$ cat src/design/urlpd_pkg.sv
// Package for the URL percent decoder.
// Holds character constants, the queue entry type and the hex helper functions.
// No dependencies.
package urlpd_pkg;

   // Characters that the decoder recognizes.
   localparam logic [7:0] CHAR_PERCENT = 8'h25;
   localparam logic [7:0] CHAR_PLUS    = 8'h2B;
   localparam logic [7:0] CHAR_SPACE   = 8'h20;
   localparam logic [7:0] CHAR_ZERO    = 8'h30;
   localparam logic [7:0] CHAR_NINE    = 8'h39;
   localparam logic [7:0] CHAR_UP_A    = 8'h41;
   localparam logic [7:0] CHAR_UP_F    = 8'h46;
   localparam logic [7:0] CHAR_LO_A    = 8'h61;
   localparam logic [7:0] CHAR_LO_F    = 8'h66;

   // One input byte causes at most this many output bytes.
   localparam int MAX_RESULTS = 3;

   typedef logic [1:0] res_count_type;

   // Work for the back end: the output bytes of one request transaction.
   typedef struct packed {
      logic [MAX_RESULTS-1:0][7:0] bytes;
      res_count_type               count;
      logic                        has_data;
      logic                        str_end;
   } entry_type;

   // True for 0-9, A-F and a-f.
   function automatic logic is_hex(input logic [7:0] c);
      return ((c >= CHAR_ZERO) && (c <= CHAR_NINE)) ||
             ((c >= CHAR_UP_A) && (c <= CHAR_UP_F)) ||
             ((c >= CHAR_LO_A) && (c <= CHAR_LO_F));
   endfunction

   // Lower-case hex letters become upper case; everything else is kept.
   function automatic logic [7:0] to_upper_hex(input logic [7:0] c);
      if ((c >= CHAR_LO_A) && (c <= CHAR_LO_F)) begin
         return c - CHAR_LO_A + CHAR_UP_A;
      end
      return c;
   endfunction

   // Value of one hex digit; zero for anything that is not a hex digit.
   function automatic logic [3:0] hex_value(input logic [7:0] c);
      logic [7:0] v;
      v = 8'd0;
      if ((c >= CHAR_ZERO) && (c <= CHAR_NINE)) begin
         v = c - CHAR_ZERO;
      end else if ((c >= CHAR_UP_A) && (c <= CHAR_UP_F)) begin
         v = c - CHAR_UP_A + 8'd10;
      end else if ((c >= CHAR_LO_A) && (c <= CHAR_LO_F)) begin
         v = c - CHAR_LO_A + 8'd10;
      end
      return v[3:0];
   endfunction

endpackage

$ cat src/design/urlpd_front.sv
// Front end of the URL percent decoder: accepts request transactions,
// tracks the escape state and builds one queue entry per producing byte.
// Depends on urlpd_pkg.
module urlpd_front (
   input  logic               clock,
   input  logic               reset,
   input  logic               req_valid,
   input  logic [7:0]         req_in_byte,
   input  logic               req_string_last,
   input  logic               queue_full,
   output logic               req_stall,
   output logic               push,
   output urlpd_pkg::entry_type push_entry
);
   import urlpd_pkg::*;

   logic       in_escape_ff, in_escape_in;
   logic       digits_held_ff, digits_held_in;
   logic [7:0] first_digit_ff, first_digit_in;
   logic       accept;
   logic       c_hex;
   entry_type  entry;

   // The queue is the only thing that holds the front end back.
   assign req_stall = queue_full;
   assign accept    = req_valid && !queue_full;
   assign c_hex     = is_hex(req_in_byte);

   // Classify the byte and work out the escape state that follows it.
   always_comb begin
      in_escape_in   = in_escape_ff;
      digits_held_in = digits_held_ff;
      first_digit_in = first_digit_ff;
      entry          = '0;
      entry.has_data = 1'b1;

      if (in_escape_ff) begin
         if (!c_hex) begin
            // Broken escape: replay the percent sign, any held digit and the byte.
            entry.bytes[0] = CHAR_PERCENT;
            if (digits_held_ff) begin
               entry.bytes[1] = first_digit_ff;
               entry.bytes[2] = req_in_byte;
               entry.count    = 2'd3;
            end else begin
               entry.bytes[1] = req_in_byte;
               entry.count    = 2'd2;
            end
            in_escape_in   = 1'b0;
            digits_held_in = 1'b0;
            first_digit_in = 8'd0;
         end else if (!digits_held_ff) begin
            first_digit_in = to_upper_hex(req_in_byte);
            digits_held_in = 1'b1;
         end else begin
            entry.bytes[0] = {hex_value(first_digit_ff), hex_value(req_in_byte)};
            entry.count    = 2'd1;
            in_escape_in   = 1'b0;
            digits_held_in = 1'b0;
            first_digit_in = 8'd0;
         end
      end else if (req_in_byte == CHAR_PERCENT) begin
         in_escape_in   = 1'b1;
         digits_held_in = 1'b0;
         first_digit_in = 8'd0;
      end else if (req_in_byte == CHAR_PLUS) begin
         entry.bytes[0] = CHAR_SPACE;
         entry.count    = 2'd1;
      end else begin
         entry.bytes[0] = req_in_byte;
         entry.count    = 2'd1;
      end

      // The end of a string drops any open escape and always yields a result.
      if (req_string_last) begin
         in_escape_in   = 1'b0;
         digits_held_in = 1'b0;
         first_digit_in = 8'd0;
         entry.str_end  = 1'b1;
         if (entry.count == 2'd0) begin
            entry.bytes    = '0;
            entry.has_data = 1'b0;
            entry.count    = 2'd1;
         end
      end
   end

   assign push       = accept && (entry.count != 2'd0);
   assign push_entry = entry;

   // Escape state register.
   always_ff @(posedge clock) begin
      if (reset) begin
         in_escape_ff   <= 1'b0;
         digits_held_ff <= 1'b0;
         first_digit_ff <= 8'd0;
      end else if (accept) begin
         in_escape_ff   <= in_escape_in;
         digits_held_ff <= digits_held_in;
         first_digit_ff <= first_digit_in;
      end
   end

endmodule

$ cat src/design/urlpd_queue.sv
// Short first-in first-out queue between the front and back ends.
// Head entry is visible without a read cycle. Depends on urlpd_pkg.
module urlpd_queue #(
   parameter int DEPTH = 4
) (
   input  logic                 clock,
   input  logic                 reset,
   input  logic                 push,
   input  urlpd_pkg::entry_type push_entry,
   input  logic                 pop,
   output logic                 full,
   output logic                 head_valid,
   output urlpd_pkg::entry_type head_entry
);
   import urlpd_pkg::*;

   localparam int PTR_W = (DEPTH > 1) ? $clog2(DEPTH) : 1;
   localparam int CNT_W = $clog2(DEPTH + 1);

   entry_type         mem_ff [DEPTH];
   logic [PTR_W-1:0]  wr_ptr_ff, wr_ptr_in;
   logic [PTR_W-1:0]  rd_ptr_ff, rd_ptr_in;
   logic [CNT_W-1:0]  count_ff, count_in;
   logic              do_push, do_pop;

   assign full       = (count_ff == CNT_W'(DEPTH));
   assign head_valid = (count_ff != '0);
   assign head_entry = mem_ff[rd_ptr_ff];
   assign do_push    = push && !full;
   assign do_pop     = pop && head_valid;

   // Pointer and occupancy updates.
   always_comb begin
      wr_ptr_in = wr_ptr_ff;
      rd_ptr_in = rd_ptr_ff;
      count_in  = count_ff;
      if (do_push) begin
         wr_ptr_in = (wr_ptr_ff == PTR_W'(DEPTH - 1)) ? '0 : wr_ptr_ff + PTR_W'(1);
      end
      if (do_pop) begin
         rd_ptr_in = (rd_ptr_ff == PTR_W'(DEPTH - 1)) ? '0 : rd_ptr_ff + PTR_W'(1);
      end
      if (do_push && !do_pop) begin
         count_in = count_ff + CNT_W'(1);
      end else if (do_pop && !do_push) begin
         count_in = count_ff - CNT_W'(1);
      end
   end

   always_ff @(posedge clock) begin
      if (reset) begin
         wr_ptr_ff <= '0;
         rd_ptr_ff <= '0;
         count_ff  <= '0;
      end else begin
         wr_ptr_ff <= wr_ptr_in;
         rd_ptr_ff <= rd_ptr_in;
         count_ff  <= count_in;
      end
   end

   // Entry storage.
   always_ff @(posedge clock) begin
      if (do_push) begin
         mem_ff[wr_ptr_ff] <= push_entry;
      end
   end

endmodule

$ cat src/design/urlpd_back.sv
// Back end of the URL percent decoder: unpacks queue entries into
// response transactions, one byte per cycle while rsp_stall is low, through an output register.
// Depends on urlpd_pkg.
module urlpd_back (
   input  logic                 clock,
   input  logic                 reset,
   input  logic                 head_valid,
   input  urlpd_pkg::entry_type head_entry,
   output logic                 pop,
   input  logic                 rsp_stall,
   output logic                 rsp_valid,
   output logic [7:0]           rsp_out_byte,
   output logic                 rsp_byte_valid,
   output logic                 rsp_run_last,
   output logic                 rsp_string_end
);
   import urlpd_pkg::*;

   res_count_type idx_ff, idx_in;
   logic          rsp_valid_ff, rsp_valid_in;
   logic [7:0]    out_byte_ff, out_byte_in;
   logic          byte_valid_ff, byte_valid_in;
   logic          run_last_ff, run_last_in;
   logic          string_end_ff, string_end_in;
   logic          load;
   logic          last_of_entry;
   logic [7:0]    sel_byte;

   // The output register takes a new value when it is empty or being taken.
   assign load          = !rsp_valid_ff || !rsp_stall;
   assign last_of_entry = (idx_ff == (head_entry.count - 2'd1));

   // Pick the byte of the head entry that goes out next.
   always_comb begin
      case (idx_ff)
         2'd0:    sel_byte = head_entry.bytes[0];
         2'd1:    sel_byte = head_entry.bytes[1];
         default: sel_byte = head_entry.bytes[2];
      endcase
   end

   // Next output and position within the head entry.
   always_comb begin
      idx_in        = idx_ff;
      rsp_valid_in  = rsp_valid_ff;
      out_byte_in   = out_byte_ff;
      byte_valid_in = byte_valid_ff;
      run_last_in   = run_last_ff;
      string_end_in = string_end_ff;
      pop           = 1'b0;
      if (load) begin
         rsp_valid_in = head_valid;
         if (head_valid) begin
            out_byte_in   = sel_byte;
            byte_valid_in = head_entry.has_data;
            run_last_in   = last_of_entry;
            string_end_in = last_of_entry && head_entry.str_end;
            if (last_of_entry) begin
               pop    = 1'b1;
               idx_in = 2'd0;
            end else begin
               idx_in = idx_ff + 2'd1;
            end
         end
      end
   end

   always_ff @(posedge clock) begin
      if (reset) begin
         idx_ff       <= 2'd0;
         rsp_valid_ff <= 1'b0;
      end else begin
         idx_ff       <= idx_in;
         rsp_valid_ff <= rsp_valid_in;
      end
   end

   // Payload of the response transaction.
   always_ff @(posedge clock) begin
      out_byte_ff   <= out_byte_in;
      byte_valid_ff <= byte_valid_in;
      run_last_ff   <= run_last_in;
      string_end_ff <= string_end_in;
   end

   assign rsp_valid      = rsp_valid_ff;
   assign rsp_out_byte   = out_byte_ff;
   assign rsp_byte_valid = byte_valid_ff;
   assign rsp_run_last   = run_last_ff;
   assign rsp_string_end = string_end_ff;

endmodule

$ cat src/design/url_percent_decoder_top.sv
// Top level of the streaming URL percent decoder.
// Instantiates urlpd_front, urlpd_queue and urlpd_back; depends on urlpd_pkg.
//
//   channel   direction  handshake            payload
//   req_      in         req_valid/req_stall  req_in_byte, req_string_last
//   rsp_      out        rsp_valid/rsp_stall  rsp_out_byte, rsp_byte_valid,
//                                             rsp_run_last, rsp_string_end
//
// One request transaction is accepted per cycle while the queue has room.
// Each queued entry leaves as one to three response transactions, one per
// cycle while rsp_stall is low, so a broken escape gives the back end one or two
// extra transactions. A request reaches rsp_ through the queue and the output register.
// Reset clears the escape state, the queue and the valid bit of the output register.
// req_stall is high exactly when the queue (QUEUE_DEPTH entries) is full.
module url_percent_decoder_top #(
   parameter int QUEUE_DEPTH = 4
) (
   input  logic       clock,
   input  logic       reset,
   input  logic       req_valid,
   output logic       req_stall,
   input  logic [7:0] req_in_byte,
   input  logic       req_string_last,
   output logic       rsp_valid,
   input  logic       rsp_stall,
   output logic [7:0] rsp_out_byte,
   output logic       rsp_byte_valid,
   output logic       rsp_run_last,
   output logic       rsp_string_end
);
   import urlpd_pkg::*;

   logic      push, pop, queue_full, head_valid;
   entry_type push_entry, head_entry;

   urlpd_front u_front (
      .clock           (clock),
      .reset           (reset),
      .req_valid       (req_valid),
      .req_in_byte     (req_in_byte),
      .req_string_last (req_string_last),
      .queue_full      (queue_full),
      .req_stall       (req_stall),
      .push            (push),
      .push_entry      (push_entry)
   );

   urlpd_queue #(
      .DEPTH (QUEUE_DEPTH)
   ) u_queue (
      .clock      (clock),
      .reset      (reset),
      .push       (push),
      .push_entry (push_entry),
      .pop        (pop),
      .full       (queue_full),
      .head_valid (head_valid),
      .head_entry (head_entry)
   );

   urlpd_back u_back (
      .clock          (clock),
      .reset          (reset),
      .head_valid     (head_valid),
      .head_entry     (head_entry),
      .pop            (pop),
      .rsp_stall      (rsp_stall),
      .rsp_valid      (rsp_valid),
      .rsp_out_byte   (rsp_out_byte),
      .rsp_byte_valid (rsp_byte_valid),
      .rsp_run_last   (rsp_run_last),
      .rsp_string_end (rsp_string_end)
   );

endmodule

$ cat config.mk
export PLATFORM = sky130hd
export DESIGN_NAME = url_percent_decoder_top
export DESIGN_NICKNAME = d
export VERILOG_FILES = /design/src/design/urlpd_pkg.sv /design/src/design/urlpd_front.sv /design/src/design/urlpd_queue.sv /design/src/design/urlpd_back.sv /design/src/design/url_percent_decoder_top.sv
export SDC_FILE = /design/constraint.sdc
export NUM_CORES = 1
export LEC_CHECK = 0
export BUFFER_PORTS_ARGS = -buffer_cell sky130_fd_sc_hd__buf_2
export CAP_MARGIN = 30
export CORE_UTILIZATION = 40
export CTS_BUF_LIST = sky130_fd_sc_hd__clkbuf_16
export CTS_CLUSTER_SIZE = 8
export DETAILED_ROUTE_END_ITERATION = 12
export PLACE_DENSITY = 0.53
export SLEW_MARGIN = 25
export SYNTH_ARGS = -nofsm -noshare
export SYNTH_HDL_FRONTEND = slang
export SYNTH_SLANG_ARGS = --single-unit
$ cat constraint.sdc
create_clock -name clock -period 6.6 [get_ports clock]
set_clock_uncertainty 0.15 [all_clocks]
set_input_delay 1.32 -clock clock [delete_from_list [all_inputs] [get_ports clock]]
set_output_delay 1.32 -clock clock [all_outputs]
set_load 0.05 [all_outputs]
After elaboration in Yosys (flattened, before gate mapping)
Memory sizes are Yosys's and may differ from the RTL's. A register that Yosys moved wholly into a read port is not among the register bits.
Index checks and enable logic that the tools add are counted.
{"block": "totals", "output_inout_bits": 13, "ramBits": 112, "in_bits": 13, "latchBits": 0, "romBits": 0, "word_cells": 128, "regBits": 31, "mem_count": 1}
{"block": "op_classes", "shift": 0, "n_lt_le_gt_ge": 12, "muxes": 50, "div": 0, "eq_ne": 7, "bitwise_logic": 0, "multipliers": 0, "reduce_logical": 29, "add_sub_neg": 17}
{"memory": "u_queue.mem_ff", "depth": 4, "word_bits": 28, "read_ports": 1, "rd_ports_with_merged_regs": 1, "write_ports": 1, "line": "urlpd_queue.sv:20", "rtl": "entry_type mem_ff [DEPTH];"}
{"op": "two-way mux 8 bit", "n": 9}
{"op": "two-way mux 10 bit", "n": 5}
{"op": "greater-or-equal comparator 8 x 7 -> 1 bit (second input constant)", "n": 4}
{"op": "less-or-equal comparator 8 x 7 -> 1 bit (second input constant)", "n": 4}
{"op": "two-way mux 16 bit", "n": 2}
{"op": "two-way mux 28 bit", "n": 1}
{"op": "two-way mux 27 bit", "n": 1}
{"op": "two-way mux 4 bit", "n": 6}
{"op": "subtractor 4 x 1 -> 4 bit (second input constant)", "n": 5}
{"op": "two-way mux 1 bit", "n": 18}
{"op": "adder 4 bit (second input constant)", "n": 4}
{"op": "== test 8 x 6 -> 1 bit (second input constant)", "n": 2}
{"op": "greater-or-equal comparator 8 x 6 -> 1 bit (second input constant)", "n": 2}
{"op": "less-or-equal comparator 8 x 6 -> 1 bit (second input constant)", "n": 2}
{"op": "case mux 8 bit (2 select lines)", "n": 1}
{"op": "logical AND 1 bit", "n": 13}
{"op": "two-way mux 2 bit", "n": 5}
{"op": "adder 8 x 7 -> 8 bit (second input constant)", "n": 1}
{"op": "subtractor 8 x 7 -> 8 bit (second input constant)", "n": 1}
{"op": "adder 2 x 1 -> 2 bit (second input constant)", "n": 3}
{"op": "two-way mux 3 bit", "n": 2}
{"op": "nonzero test 3 bit", "n": 2}
{"op": "zero test 1 bit", "n": 5}
{"op": "== test 2 bit (second input constant)", "n": 2}
{"op": "other kinds (10)", "n": 15}

Logic depth before layout (Yosys ltp)
{"block": "depth", "word_depth": 18, "ltp_mapped": 13, "mapped_depth_nobuf": 12}

By module
Synthesis repeated with hierarchy kept, for this count alone.
{"block": "hier_totals", "cells_unflattened": 445, "area_unflattened_um2": 6545.0}
{"module": "urlpd_queue", "instances": 1, "cells_per_inst": 196, "seq_area_each_um2": 3543.4, "area_each_um2": 4543.1}
{"module": "urlpd_front", "instances": 1, "cells_per_inst": 189, "seq_area_each_um2": 200.2, "area_each_um2": 1345.0}
{"module": "urlpd_back", "instances": 1, "cells_per_inst": 60, "seq_area_each_um2": 390.4, "area_each_um2": 656.9}

Worst setup path before layout
No wires, ideal clock.
{"block": "synth_path", "path_type": "input port to flip-flop", "start": "in req_in_byte[0]", "end": "reg u_queue.count_ff[2]", "path_slack_ps": 2411, "arrival_ps": 3969, "required_ps": 6380, "setup_ps": 70, "cell_stages": 13, "path_cell_list": "buf_2 -> inv_1 -> ha_1 -> nor4b_1 -> or2_1 -> o211ai_4 -> a21oi_4 -> ha_1 -> inv_1 -> fa_1 -> xor2_1 -> or3_1 -> a21oi_1"}
{"block": "synth_between", "elab_chain_len": 15, "word_cells_on_any_way": 26, "cone_classes": "order compare: 6; eq/ne: 1; mux: 6; reduce/logical: 13"}
{"element": "start, declared", "line": "url_percent_decoder_top.sv:22", "rtl": "input logic [7:0] req_in_byte,"}
{"element": "greater-or-equal comparator 8 x 6 -> 1 bit (tied with other cells)", "line": "urlpd_pkg.sv:32", "rtl": "return ((c >= CHAR_ZERO) && (c <= CHAR_NINE)) ||"}
{"element": "logical AND 1 bit, on equally long branches", "line": "urlpd_pkg.sv:32, urlpd_pkg.sv:33"}
{"element": "logical OR 1 bit", "line": "urlpd_pkg.sv:32"}
{"element": "logical OR 1 bit", "line": "urlpd_pkg.sv:33", "rtl": "((c >= CHAR_UP_A) && (c <= CHAR_UP_F)) ||"}
{"element": "two-way mux 10 bit", "line": "urlpd_front.sv:38", "rtl": "if (!c_hex) begin"}
{"element": "two-way mux 10 bit *", "line": "urlpd_front.sv:37", "rtl": "if (in_escape_ff) begin"}
{"element": "zero test 2 bit", "line": "urlpd_front.sv:80", "rtl": "if (entry.count == 2'd0) begin"}
{"element": "two-way mux 27 bit", "line": "urlpd_front.sv:80"}
{"element": "two-way mux 28 bit *", "line": "urlpd_front.sv:75", "rtl": "if (req_string_last) begin"}
{"element": "nonzero test 2 bit *", "line": "urlpd_front.sv:88", "rtl": "assign push = accept && (entry.count != 2'd0);"}
{"element": "logical AND 1 bit *", "line": "urlpd_front.sv:88"}
{"element": "logical AND 1 bit *", "line": "urlpd_queue.sv:29", "rtl": "assign do_push = push && !full;"}
{"element": "via u_queue.do_push", "line": "urlpd_queue.sv:24", "rtl": "logic do_push, do_pop;"}
{"element": "zero test 1 bit", "line": "urlpd_queue.sv:45", "rtl": "end else if (do_pop && !do_push) begin"}
{"element": "logical AND 1 bit", "line": "urlpd_queue.sv:45"}
{"element": "nonzero test 2 bit (no line)"}
{"element": "end signal, assigned", "line": "urlpd_queue.sv:58", "rtl": "count_ff <= count_in;"}
{"element": "end, declared", "line": "urlpd_queue.sv:23", "rtl": "logic [CNT_W-1:0] count_ff, count_in;"}
Mark *: on every way through the listed nets, which the timed path passes. The rest lies on a longest branch.
A chain may end at the register's enable or synchronous reset.

Final worst setup path
Same ends and word-level chain as after synthesis.

==> flow_metrics.tcl <==
set metrics [dict create \
    status "finished clean" \
    p_leak_nw 2.52 \
    drv_slew 0 \
    critPathSlowestCell "nor4b_1" \
    final_cell_mix "edfxtp_1, mux4_2, buf_2, inv_1, dfxtp_1" \
    ys_ff_latch 145 \
    crit_arrival_ns 4.49 \
    cts.clk_slew.worst_paths_ns 0.06 \
    final_common_cell "edfxtp_1" \
    tns_ns 0 \
    grt_pass1_vias 3689 \
    clock_latency_ns 0.42 \
    synth_area_um2 6540 \
    grt_overflow 0 \
    syn_inst 424 \
    p_int_mw 2.11 \
    port_buffers 25 \
    die_x_um 130 \
    grt_pass1_wl_mm 20.8 \
    grt_max_degree 29 \
    wl_per_cell_um 19.3 \
    dominantRegCellSynth "edfxtp_1" \
    syn_nets 455 \
    rsz0062_at_grt "false" \
    min_period_ns 4.29 \
    cp-end-kind "register" \
    syn_area_per_cell_um2 15.4 \
    vias_per_cell 5.39 \
    htree_levels 4 \
    routed_wl_mm 13.1 \
    rrSetupSlack_ns 2.99 \
    crit_required_ns 6.80 \
    critPathLaunch "req_in_byte[0]" \
    cts_resized 0 \
    initial_core_util_pct 41.0 \
    ff2ff_path_depth 12 \
    fmax_ghz 0.233 \
    crit_fanout 15 \
    num_rows 46 \
    synth-warning-count 0 \
    clock-sinks 145 \
    nets 480 \
    endpoint "u_queue.count_ff[2]$_SDFFE_PP0P_" \
    cp_cell_sequence "buf_2, inv_1, ha_1, nor4b_1, or2_1, o211ai_4, a21oi_4, ha_1, inv_1, fa_1, xor2_1, or3_1, a21oi_1" \
    area_growth_pct 14.0 \
    p_sw_mw 0.902 \
    total_power_mw 3.01 \
    crit_family "simple AND/OR/NAND/NOR gates" \
    cts_setup_buffers 0 \
    start_kind "input pin" \
    cts_buffer_depth 2 \
    dieHeight_um 130 \
    grt_use_total_pct 17.3 \
    first_pass_iters 4 \
    drc 0 \
    place.gp.congestion 0.833 \
    cp_num_cells 13 \
    synthArstFlopShare_pct 0 \
    critical_path_class "input pin to register" \
    hold_viol 0 \
    slew_headroom_pct 45.8 \
    postCtsHoldBufs 0 \
    p_clk_share_pct 32.2 \
    seqPwrFrac_pct 41.0 \
    synth_edf_count 123 \
    critPathBufInv 3 \
    worst_pin_slew_ns 0.807 \
    cts_buffers 17 \
    period_share_pct 65.0 \
    drive_above_1_share_pct 21.4 \
    ys_seq_area_share_pct 63.2 \
    drtIter0Drc 233 \
    reg2reg_to "u_queue.count_ff[2]$_SDFFE_PP0P_" \
    power.share.switching_pct 30.0 \
    cap_viol_max_count 0 \
    hold_class "register to register" \
    core_um2 15900 \
    cts_tree "built" \
    ant_nets 0 \
    dieArea_um2 16900 \
    slowest_delay_ns 0.50 \
    min_from "u_back.rsp_valid$_SDFFE_PP0N_" \
    p_per_area_nw_per_um2 404 \
    clockRootBuffer "clkbuf_16" \
    setup-violations-final 0 \
    antenna-diode-count 0 \
    antenna_found_initial 0 \
    comb_power_share_pct 26.8 \
    ir_worst_vdd_mv 0.194 \
    routed-via-count 3656 \
    detailed_place_hpwl_mm 8.55 \
    num_io_pins 26 \
    synth_cell_types 68 \
]
==> power groups by stage <==
stage,logic (mW),registers (mW),clock network [mW]
2_1_floorplan,0.511,1.36,0
3_3_place_gp,0.820,1.25,0
3_5_place_dp,0.824,1.26,0
4_1_cts,0.825,1.24,0.982
5_1_grt,0.886,1.25,1.02
6_report,0.809,1.23,0.969
==> metal layers <==
layer  share of wire (%)  routed length, um  vias to the layer above  track usage (%)
met4                 2.8                372                        0             8.41
met5                   0                  0                        -                0
met1                  49               6360                     1861             23.4
met2                  46               6000                       66             26.6
met3                 2.5                333                       21             3.69
li1                    -                  -                     1708                -
==> sequential cells by signal, summed over array words and instances, names as in the netlist, named ones only <==
signal	count
u_back.rsp_run_last	1
u_queue.mem_ff	112
u_front.in_escape_ff	1
u_front.digits_held_ff	1
u_back.idx_ff	2
u_front.first_digit_ff	8
u_back.rsp_valid	1
u_queue.wr_ptr_ff	2
u_back.rsp_byte_valid	1
u_queue.count_ff	3
u_queue.rd_ptr_ff	2
u_back.rsp_string_end	1
u_back.rsp_out_byte	8
==> kinds of logic (layout without fill, tap and decap cells) <==
| logic type | after synthesis | after routing | synth area share (%) |
|---|---|---|---|
| simple gates | 103 | 103 | 9.19 |
| mux | 44 | 44 | 12.2 |
| compound gates | 66 | 66 | 7.98 |
| xor+xnor | 8 | 8 | 1.19 |
| buf+inv | 40 | 78 | 2.62 |
| flops | 145 | 145 | 63.2 |
| fa+ha+maj | 18 | 18 | 3.56 |
==> worst min path at each step <==
stage	cells past startpoint	end	slack, ns
final	2	u_back.rsp_valid$_SDFFE_PP0N_	0.32
after global routing	2	u_back.rsp_valid$_SDFFE_PP0N_	0.35
after CTS	2	u_back.rsp_valid$_SDFFE_PP0N_	0.32
after detailed placement	2	u_back.rsp_valid$_SDFFE_PP0N_	0.31
after global placement	2	u_back.rsp_valid$_SDFFE_PP0N_	0.30
after floorplan	2	u_queue.count_ff[2]$_SDFFE_PP0P_	0.32
==> cells in the mapped netlist, drive strengths merged, types with 6 or more instances <==
library cell,count,share of area (%)
edfxtp,123,57
mux4,28,9.6
dfxtp,22,6.7
inv,19,1.1
nor2,19,1.1
ha,17,3.3
mux2i,13,2.0
nand2,13,0.75
buf,12,1.0
nor3,12,0.92
o21ai,12,0.92
nor2b,11,1.1
and2,9,0.86
clkbuf,9,0.54
nand2b,9,0.86
a21oi,8,0.78
a221o,8,1.2
a22o,6,0.80
==> final cells by class <==
class	instances	area, um2
timing repair buffer	27	138
tap	216	270
inverter	19	71.3
multi-input combinational	239	2240
clock inverter	15	173
clock buffer	17	425
fill	1400	8490
sequential	145	4140
==> through the flow <==
step	area [um2]	hold WS [ns]	setup slack, ns	cells	util, %
floorplan	6540	0.316	2.41	424	-
CTS	7440	0.317	2.33	677	46.7
finish	7450	0.319	2.31	678	46.7
detailed placement	6850	0.309	1.90	645	42.9
global placement	6850	0.301	2.06	645	42.9
global route	7450	0.351	2.04	678	46.7
==> worst register-to-register path: stages (launching register included) <==
cell and delay (ns):
dfxtp_2 0.31, buf_4 0.48, mux4_2 0.63, xnor2_2 0.16, mux2i_1 0.52, and2_1 0.24
inv_1 0.07, ha_1 0.22, inv_1 0.07, fa_1 0.17, xor2_1 0.07, or3_1 0.30
a21oi_1 0.15
No activity file was read; power rests on OpenSTA's default activity.
